--- config.mk ---
export PLATFORM = sky130hd
export DESIGN_NAME = wlsh_div
export DESIGN_NICKNAME = d
export VERILOG_FILES = /design/src/design/windowed_level_statistics_history_top_defines.svh /design/src/design/wlsh_pkg.sv /design/src/design/wlsh_div.sv
export SDC_FILE = /design/constraint.sdc
export NUM_CORES = 1
export LEC_CHECK = 0
export ABC_AREA = 1
export BUFFER_PORTS_ARGS = -buffer_cell sky130_fd_sc_hd__buf_2
export CAP_MARGIN = 20
export CORE_AREA = 2 2 103 105
export DETAILED_ROUTE_END_ITERATION = 10
export DIE_AREA = 0 0 105 107
export PLACE_DENSITY = 0.71
export SYNTH_ARGS = -nofsm -noshare
export SYNTH_HDL_FRONTEND = slang
export SYNTH_SLANG_ARGS = --single-unit
--- constraint.sdc ---
create_clock -name clk -period 2.15 [get_ports clk]
set_input_delay 0.1075 -clock clk [delete_from_list [all_inputs] [get_ports clk]]
set_output_delay 0.1075 -clock clk [all_outputs]
set_load 0.01 [all_outputs]
--- src/design/windowed_level_statistics_history_top_defines.svh ---
// Assertion macros for the level statistics history block.
`ifndef WINDOWED_LEVEL_STATISTICS_HISTORY_TOP_DEFINES_SVH
`define WINDOWED_LEVEL_STATISTICS_HISTORY_TOP_DEFINES_SVH

// Same-cycle implication, sampled on clk, disabled in reset.
`define WLSH_ASSERT_IMP(lbl, ante, cons, msg) \
  lbl: assert property (@(posedge clk) disable iff (!rst_n) (ante) |-> (cons)) else $error(msg);

// Next-cycle implication, sampled on clk, disabled in reset.
`define WLSH_ASSERT_NXT(lbl, ante, cons, msg) \
  lbl: assert property (@(posedge clk) disable iff (!rst_n) (ante) |=> (cons)) else $error(msg);

`endif

--- src/design/wlsh_pkg.sv ---
// Shared types and constants of the level statistics history block.
package wlsh_pkg;

  localparam int RING_DEPTH   = 128;               // power of two
  localparam int RING_AW      = $clog2(RING_DEPTH);
  localparam int CNT_W        = RING_AW + 1;
  localparam int SAVE_EVERY   = 4;
  localparam int CLOSE_W      = 8;
  localparam int LEVEL_OFFSET = 1200;
  localparam int LEVEL_MAX    = 1200;
  localparam int LVL_W        = 11;
  localparam int SUM_W        = 27;
  localparam int CNT16_W      = 16;
  localparam int SEQ_W        = 32;

  localparam logic [1:0] CMD_ADD       = 2'd0;
  localparam logic [1:0] CMD_READ      = 2'd1;
  localparam logic [1:0] CMD_CLR_BKT   = 2'd2;
  localparam logic [1:0] CMD_CLR_SEQ   = 2'd3;

  localparam logic [1:0] CLS_GREEN  = 2'd1;
  localparam logic [1:0] CLS_ORANGE = 2'd2;
  localparam logic [1:0] CLS_RED    = 2'd3;

  // Closed bucket record, sequence number in the lowest bits.
  typedef struct packed {
    logic [CNT16_W-1:0] red;
    logic [CNT16_W-1:0] orange;
    logic [CNT16_W-1:0] green;
    logic [LVL_W-1:0]   peak;
    logic [LVL_W-1:0]   mean;
    logic [CNT16_W-1:0] dur;
    logic [SEQ_W-1:0]   seq;
  } rec_t;

endpackage

--- src/design/wlsh_div.sv ---
// Restoring divider, one quotient bit per cycle, for the bucket mean.
module wlsh_div (
  input  logic                           clk,
  input  logic                           rst_n,
  input  logic                           start,
  input  logic [wlsh_pkg::SUM_W-1:0]     dividend,
  input  logic [wlsh_pkg::CNT16_W-1:0]   divisor,
  output logic                           done,
  output logic [wlsh_pkg::LVL_W-1:0]     quotient
);
  import wlsh_pkg::*;

  localparam int ITER_W = $clog2(SUM_W + 1);

  logic                 busy_r;
  logic                 done_r;
  logic [ITER_W-1:0]    iter_r;
  logic [CNT16_W-1:0]   rem_r;
  logic [SUM_W-1:0]     quo_r;
  logic [CNT16_W-1:0]   dvs_r;
  logic [CNT16_W:0]     rem_sh;
  logic                 ge;

  assign rem_sh = {rem_r, quo_r[SUM_W-1]};
  assign ge     = rem_sh >= {1'b0, dvs_r};

  always_ff @(posedge clk) begin
    if (!rst_n) begin
      busy_r <= 1'b0;
      done_r <= 1'b0;
      iter_r <= '0;
    end else begin
      done_r <= 1'b0;
      if (start) begin
        busy_r <= 1'b1;
        iter_r <= '0;
      end else if (busy_r) begin
        iter_r <= iter_r + ITER_W'(1);
        if (iter_r == ITER_W'(SUM_W - 1)) begin
          busy_r <= 1'b0;
          done_r <= 1'b1;
        end
      end
    end
  end

  // Shift the dividend out as the quotient shifts in.
  always_ff @(posedge clk) begin
    if (start) begin
      rem_r <= '0;
      quo_r <= dividend;
      dvs_r <= divisor;
    end else if (busy_r) begin
      rem_r <= ge ? CNT16_W'(rem_sh - {1'b0, dvs_r}) : rem_sh[CNT16_W-1:0];
      quo_r <= {quo_r[SUM_W-2:0], ge};
    end
  end

  assign done     = done_r;
  assign quotient = quo_r[LVL_W-1:0];

endmodule

==> summary.md, run 1 <==
| Metric | Value |
|---|---|
| Crit-path slowest cell | ha_1 |
| Crit end category | register |
| CTS Sinks | 66 |
| Register bit total from synthesis | 66 |
| WHS | between 20 and 30 ps |
| Cell taking the most area after synthesis | edfxtp_1 |
| Crit Path Class | reg -> reg |
| Ys async rst share | 0% |
| Io pins | between 50 and 60 |
| Sequential cell area | 0.001752 mm² |
| Lkg Pwr | 2.405 nW |
| GP Congestion | roughly 0.92 |
| Vias | 3290 |
| WP data required | between 2000 and 2500 ps |
| CTS tree | yes |
| Startpoint type of the worst setup path | register |
| First-pass GRT wire length | roughly 14000 µm |
| Share of the synthesized area in the top cell type | 32.38% |
| Worst Hold Class | in -> reg |
| Post-DRT Antenna Nets | 0 |
| Worst path arrival time | approximately 2200 ps |
| Mapped Nets | 569 |
| Starting Density | between 30% and 40% |
| Worst-Skew Late Latency | ~340 ps |
| Utilization after layout | roughly 47% |
| Design area | about 0.0047 mm² |
| CTS buffer count | 9 |
| Top cells by count, synth | 203 x nand2_1, 64 x inv_1, 43 x edfxtp_1 |
| Number of global-route vias before repair | approximately 3.2k |
| Final TNS setup | 0 ps |
| Post-synthesis instance total | between 500 and 600 |
| Area of the multi-input gates | 0.001819 mm² |
| Cell variety after synth | 38 |
| CP top delay family | simple AND/OR/NAND/NOR gates |
| CP dominant cell by count | nand2_1 |
| RSZ-0062 raised after global routing | no |
| Largest net degree at the start of global routing | 46 |
| Total Wirelength | roughly 8400 µm |
| TritonRoute pass-1 iters | 4 |
| Port Buffers | 57 |
| Final global-route overflow total | 0 |
| Power Dens Cells | approximately 650 mW/mm² |
| HPWL after DPL | roughly 6400 µm |
| Syn Std Cell Area | 0.003988 mm² |
| Core Area | roughly 0.010 mm² |
| H-tree levels | 3 |
| Period Utilization, post-route | 90.90% |
| Crit path depth | 11 |
| Main synth FF type | edfxtp_1 |
| P&R area growth vs syn | 17.82% |
| Hold Crit Depth | 3 |
| Crit-path cells | inv_1, ha_1, nand2_1, nor2_2, nand3_1, nand3_2, nand2_8, nand2_8, nand2_1, nand3_1, nand2_1 |
| Diodes inserted | 0 |
| Final Setup Violations | 0 |
| Register area share after synthesis | ~44% |
| Die H | ~110 µm |
| Worst-Margin Slew | ~1000 ps |
| # rows | 37 |
| Rel. slew slack | a little under a third |
| Slew Viols, Final | 0 |
| Top cells by area, synth | edfxtp_1 32%, nand2_1 19%, dfxtp_1 12% |
| DR iter-0 viols | between 200 and 250 |
| # DRC | 0 |
| DR WL/cell | between 10 and 15 µm |
| Setup repair bufs after CTS | 0 |
| CTS clock-pin slew for the worst setup and hold paths | about 80 ps |
| Outcome | finished, final reports clean |
| CTS root buf | clkbuf_8 |
| Layout Skew | roughly 7.6 ps |
| Clock tree buffer depth | 2 |
| Syn Area/Cell | 7.912 µm² |
| GRT Resource Usage Total | 15.94% |
| Ys Warns | 0 |
| WP buf/inv | 1 |
| Hold Vio Cnt, Final | 0 |
| Minimum clock period | 1954 ps |
| Chip Width | between 100 and 150 µm |
| Post-synth EDFFs | 43 |
| DR vias/cell | 4.640 |
| Reg2Reg Setup Slack | ~200 ps |
| Fillers | 976 |
| Crit path max fanout | 18 |
| FF-to-FF path depth | 11 |
| Maximum vdd drop | 0.0003978 V |
| Layout cells sized above 1 | 19.90% |
| Peak Freq | ~500 MHz |
| Nets@finish | roughly 630 |
| Area after DPL | roughly 0.0043 mm² |
| CP max stage delay | roughly 400 ps |
| Most common cell in the netlist | nand2_1 |
| Die area | 0.01124 mm² |
| Initial antenna violation count | 0 |
| Max_cap viols | 0 |
==> layout by cell type, fill, tap and decap left out, drive strengths merged, types with 2 or more instances in the layout <==
master,count
a21oi,11
a31oi,2
buf,61
bufinv,2
clkbuf,9
clkinv,3
dfxtp,23
dlygate4sd3,16
edfxtp,43
ha,18
inv,69
nand2,223
nand3,30
nand3b,18
nand4,4
nor2,18
nor3,10
xnor2,5
==> report_power, final <==
group / total [W] / switching [W] / leakage, nW / internal [W]
clock network: 0.00117 / 0.000511 / 0.110 / 0.000662
registers: 0.00148 / 0.0000352 / 0.620 / 0.00145
logic: 0.000391 / 0.000234 / 1.68 / 0.000157
==> stage by stage <==
step | total power, W | instances | setup WS, ps
finish | 0.003047 | 709 | 195.7
global route | 0.003184 | 709 | 13.07
CTS | 0.003081 | 709 | 123.3
detailed placement | 0.001877 | 677 | 151.5
global placement | 0.001867 | 677 | 203.1
floorplan | 0.001770 | 504 | 449.0
==> final timing paths <==
| path | start | endpoint |
|---|---|---|
| max | dvs_r[2] | rem_r[15] |
| min | dividend[18] | quo_r[18] |
| max reg2reg | dvs_r[2] | rem_r[15] |
| min reg2reg | rem_r[6] | rem_r[6] |
==> area by class of cell <==
class,instances,area share (%)
Inverter,68,5.433
Multi-Input combinational cell,346,38.72
Timing Repair Buffer,77,10.12
Clock inverter,7,2.184
Clock buffer,9,2.636
Sequential cell,66,37.28
Tap cell,136,3.622
==> state kept, by name (all words and copies together), names as in the netlist <==
name    flops
done        1
quo_r      27
iter_r      5
rem_r      16
busy_r      1
dvs_r      16
==> per-layer routing <==
| metal | GRT usage [%] | wire length, µm |
|---|---|---|
| met1 | 20.11 | 3954 |
| met2 | 26.30 | 3878 |
| met3 | 4.134 | 442 |
| met4 | 6.000 | 144 |
| met5 | 0 | 0 |
==> what timing repair did <==
action	CTS	global route
hold buffers	16	0
endpoints found under the hold margin	16	0
endpoints found under the setup margin	0	3
gates resized for setup	0	2
==> worst reg2reg max path, cell delays in order, from the launching register on <==
cell,delay [ps]
edfxtp_1,350
inv_1,50
ha_1,410
nand2_1,100
nor2_2,150
nand3_1,140
nand3_2,160
nand2_8,130
nand2_8,180
nand2_1,70
nand3_1,70
nand2_1,50
==> kinds of logic (layout without fill, tap and decap cells) <==
logic type / count (synthesis) / count (layout) / share of synthesized area [%]
adder cells (fa/ha/maj): 19 / 19 / 6.150
AND/OR/NAND/NOR: 304 / 304 / 35.02
flip-flops: 66 / 66 / 43.93
XOR/XNOR: 6 / 6 / 1.318
AO/OA/AOI/OAI: 17 / 17 / 2.824
buffers and inverters: 92 / 161 / 10.76
Note: power is estimated with default switching activity, not from simulation.
==> inputs of run 2 (changes only) <==
ABC_AREA = not set   (was 1)
CORE_AREA = 2 2 99 101   (was 2 2 103 105)
DIE_AREA = 0 0 101 103   (was 0 0 105 107)
PLACE_DENSITY = 0.7   (was 0.71)
==> run 2 against run 1 <==
Compared with the run above: the run now ends with negative setup slack left; worst setup slack lost 410 ps; global-route usage shrank 0.65 points; register-to-register slack lost 410 ps; die area shrank 7.4%; sequential share of layout area shrank 1.8 points; clock power shrank 18%; via count shrank 12%; count of clock-buffer cells in the layout grew 1; sequential power grew 5%; design area grew 5.1%; critical path type unchanged; critical endpoint is now rem_r[4].
==> summary.md, run 2 <==
| Metric | Value |
|---|---|
| GRT Resource Usage Total | 15.29% |
| Post-synthesis instance total | 332 |
| Port Buffers | 57 |
| Utilization after layout | about 52% |
| Ys async rst share | 0% |
| Worst Hold Class | in -> reg |
| Rel. slew slack | between 50% and 60% |
| Commonest non-fill, non-tap cells in the layout | 60 x buf_4, 57 x buf_2, 43 x edfxtp_1 |
| Maximum vdd drop | between 0.0003 and 0.0004 V |
| DR WL/cell | between 10 and 15 µm |
| Register area share after synthesis | about half |
| Register bit total from synthesis | 66 |
| Crit Path Class | reg -> reg |
| Cell Count, Final, Fillers Out | about 570 |
| HPWL after DPL | about 5600 µm |
| Clock tree buffer depth | 2 |
| Design area | 0.004938 mm² |
| Startpoint type of the worst setup path | register |
| CP dominant cell by count | o21ai_4 |
| Core Area | 0.009459 mm² |
| Crit-path cells | inv_1, ha_1, buf_4, o211ai_1, nand2_1, o21ai_4, o21ai_4, a41oi_4, buf_6, or3_1, a311oi_2 |
| Slew Viols, Final | 0 |
| Period Utilization, post-route | 110.0% |
| First-pass GRT wire length | 12320 µm |
| Top cells by count, synth | 43 x edfxtp_1, 32 x nor2_1, 28 x mux2_2 |
| GP Congestion | around 0.94 |
| Mapped Nets | a little under 400 |
| CTS tree | yes |
| WP buf/inv | 3 |
| Nets@finish | between 500 and 600 |
| Final global-route overflow total | 0 |
| CTS Sinks | between 60 and 70 |
| Final TNS setup | -2396 ps |
| Outcome | complete, but fails checks |
| Cell taking the most area after synthesis | edfxtp_1 |
| Minimum clock period | 2366 ps |
| Largest register by flop count | quo_r |
| Power share of the sequential group | a little over two fifths |
| Top cells by area, synth | edfxtp_1 36%, dfxtp_1 13%, mux2_2 8.7% |
| Reg2Reg Capture Point | rem_r[4] |
| WP data required | 2430 ps |
| Crit. Startpoint | dvs_r[5] |
| Biggest regs | quo_r (27), dvs_r (16), rem_r (16) |
| CTS root buf | clkbuf_8 |
| Worst-Margin Slew | between 600 and 700 ps |
| Post-synth EDFFs | 43 |
| Ys Warns | 0 |
| Post-DRT Antenna Nets | 0 |
| Syn Std Cell Area | 0.003626 mm² |
| Net Switching | 0.001125 W |
| # DRC | 0 |
| Power Dens Cells | around 730 mW/mm² |
| Cell variety after synth | 51 |
| Internal Power | between 0.002 and 0.0025 W |
| Final Worst Setup Slack | -215.7 ps |
| Hold Vio Cnt, Final | 0 |
| Layout cells sized above 1 | between 40% and 50% |
| Sw Ratio | between 30% and 40% |
| Max reg flops | 27 |
| Most common cell in the netlist | edfxtp_1 |
| Starting Density | 38.33% |
| Diodes inserted | 0 |
| Main synth FF type | edfxtp_1 |
| Reg2Reg Setup Slack | -220 ps |
| RSZ-0062 raised after global routing | yes |
| Commonest non-fill, non-tap cell in the layout | buf_4 |
| Total Wirelength | 8216 µm |
| Layout Skew | around 8.6 ps |
| DP Cell Count | about 530 |
| Final Setup Violations | 17 |
| Failing checks | negative setup slack |
| Crit end category | register |
| Clock Power Share | between 20% and 30% |
| Io pins | 58 |
| Area after DPL | ~0.0043 mm² |
| Vias | between 2k and 3k |
| Peak Freq | ~420 MHz |
| CTS buffer count | 9 |
| DR iter-0 viols | 147 |
| Largest net degree at the start of global routing | 44 |
| Crit-path slowest cell | or3_1 |
| Crit path max fanout | 4 |
| Max_cap viols | 0 |
| TritonRoute pass-1 iters | 4 |
| Worst-Skew Late Latency | about 360 ps |
| Comb power frac | 30.3% |
| Chip Width | 101 µm |
| Number of global-route vias before repair | approximately 2.6k |
| CTS clock-pin slew for the worst setup and hold paths | about 80 ps |
| Share of the synthesized area in the top cell type | 35.61% |
| Final Power | approximately 0.0036 W |
| P&R area growth vs syn | 36.20% |
| FF-to-FF path depth | 11 |
| Initial antenna violation count | 0 |
| Worst setup endpoint | rem_r[4] |
| Lkg Pwr | between 2 and 2.5 nW |
| Worst path arrival time | 2650 ps |
| Die area | approximately 0.010 mm² |
| Crit path depth | 11 |
| DR vias/cell | 5.059 |
| # rows | 36 |
| Die H | ~100 µm |
| H-tree levels | 3 |
| RR Startpoint | dvs_r[5] |
| Syn Area/Cell | around 11 µm² |
| CP max stage delay | approximately 370 ps |
| CP top delay family | compound AO/OA/AOI/OAI gates |
run 2: area by class of cell:
cell class | instances | area [µm²]
Clock buffer | 10 | 127.6
Fill cell | 806 | 4521
Inverter | 23 | 86.33
Clock inverter | 6 | 42.54
Sequential cell | 66 | 1754
Tap cell | 114 | 142.6
Multi-Input combinational cell | 218 | 1837
Timing Repair Buffer | 137 | 948.4
run 2: cells by family (layout without fill, tap and decap cells):
group,Yosys count,after routing,share of synthesized area (%)
AO/OA/AOI/OAI,63,64,14.01
flip-flops,66,66,48.31
multiplexers,29,29,8.972
XOR/XNOR,14,14,3.382
buffers and inverters,49,176,6.728
adder cells (fa/ha/maj),19,19,6.763
AND/OR/NAND/NOR,92,92,11.84
run 2: how the worst min path moves through the flow:
stage / slack, ps / cells after the start / startpoint / end
finish: 40 / 2 / dividend[9] / quo_r[9]
global route: 40 / 2 / dividend[12] / quo_r[12]
CTS: 30 / 2 / dividend[9] / quo_r[9]
detailed placement: 290 / 1 / divisor[2] / dvs_r[2]
global placement: 280 / 1 / divisor[5] / dvs_r[5]
floorplan: 210 / 0 / divisor[0] / dvs_r[0]
run 2: routing by layer:
metal  part of all wire [%]  track usage, %
met1                     47           19.80
met3                    3.8           3.254
met4                    1.8           7.277
met2                     47           24.51
met5                      0               0
run 2: repair_timing:
item                                    CTS  global route
gates cloned                              0             1
hold buffers                             17             0
pin swaps                                 6             6
hold endpoints to repair                 17             0
endpoints found under the setup margin   17            17
setup buffers                             7             6
gates resized for setup                   9            25
run 2: per-stage QoR:
step | setup WS (ps) | hold WS, ps
after detailed placement | -257.7 | 285.6
after global placement | -174.2 | 284.8
after floorplan | -187.8 | 206.4
after CTS | -214.6 | 34.35
after global routing | -321.3 | 44.74
final | -215.7 | 38.87
run 2: power by group through the flow:
stage | clock network (W) | registers, W | logic, W
6_report | 0.000954 | 0.00155 | 0.00109
5_1_grt | 0.00101 | 0.00156 | 0.00118
4_1_cts | 0.000972 | 0.00154 | 0.000983
3_5_place_dp | 0 | 0.00157 | 0.000898
3_3_place_gp | 0 | 0.00156 | 0.000883
2_1_floorplan | 0 | 0.00155 | 0.000589
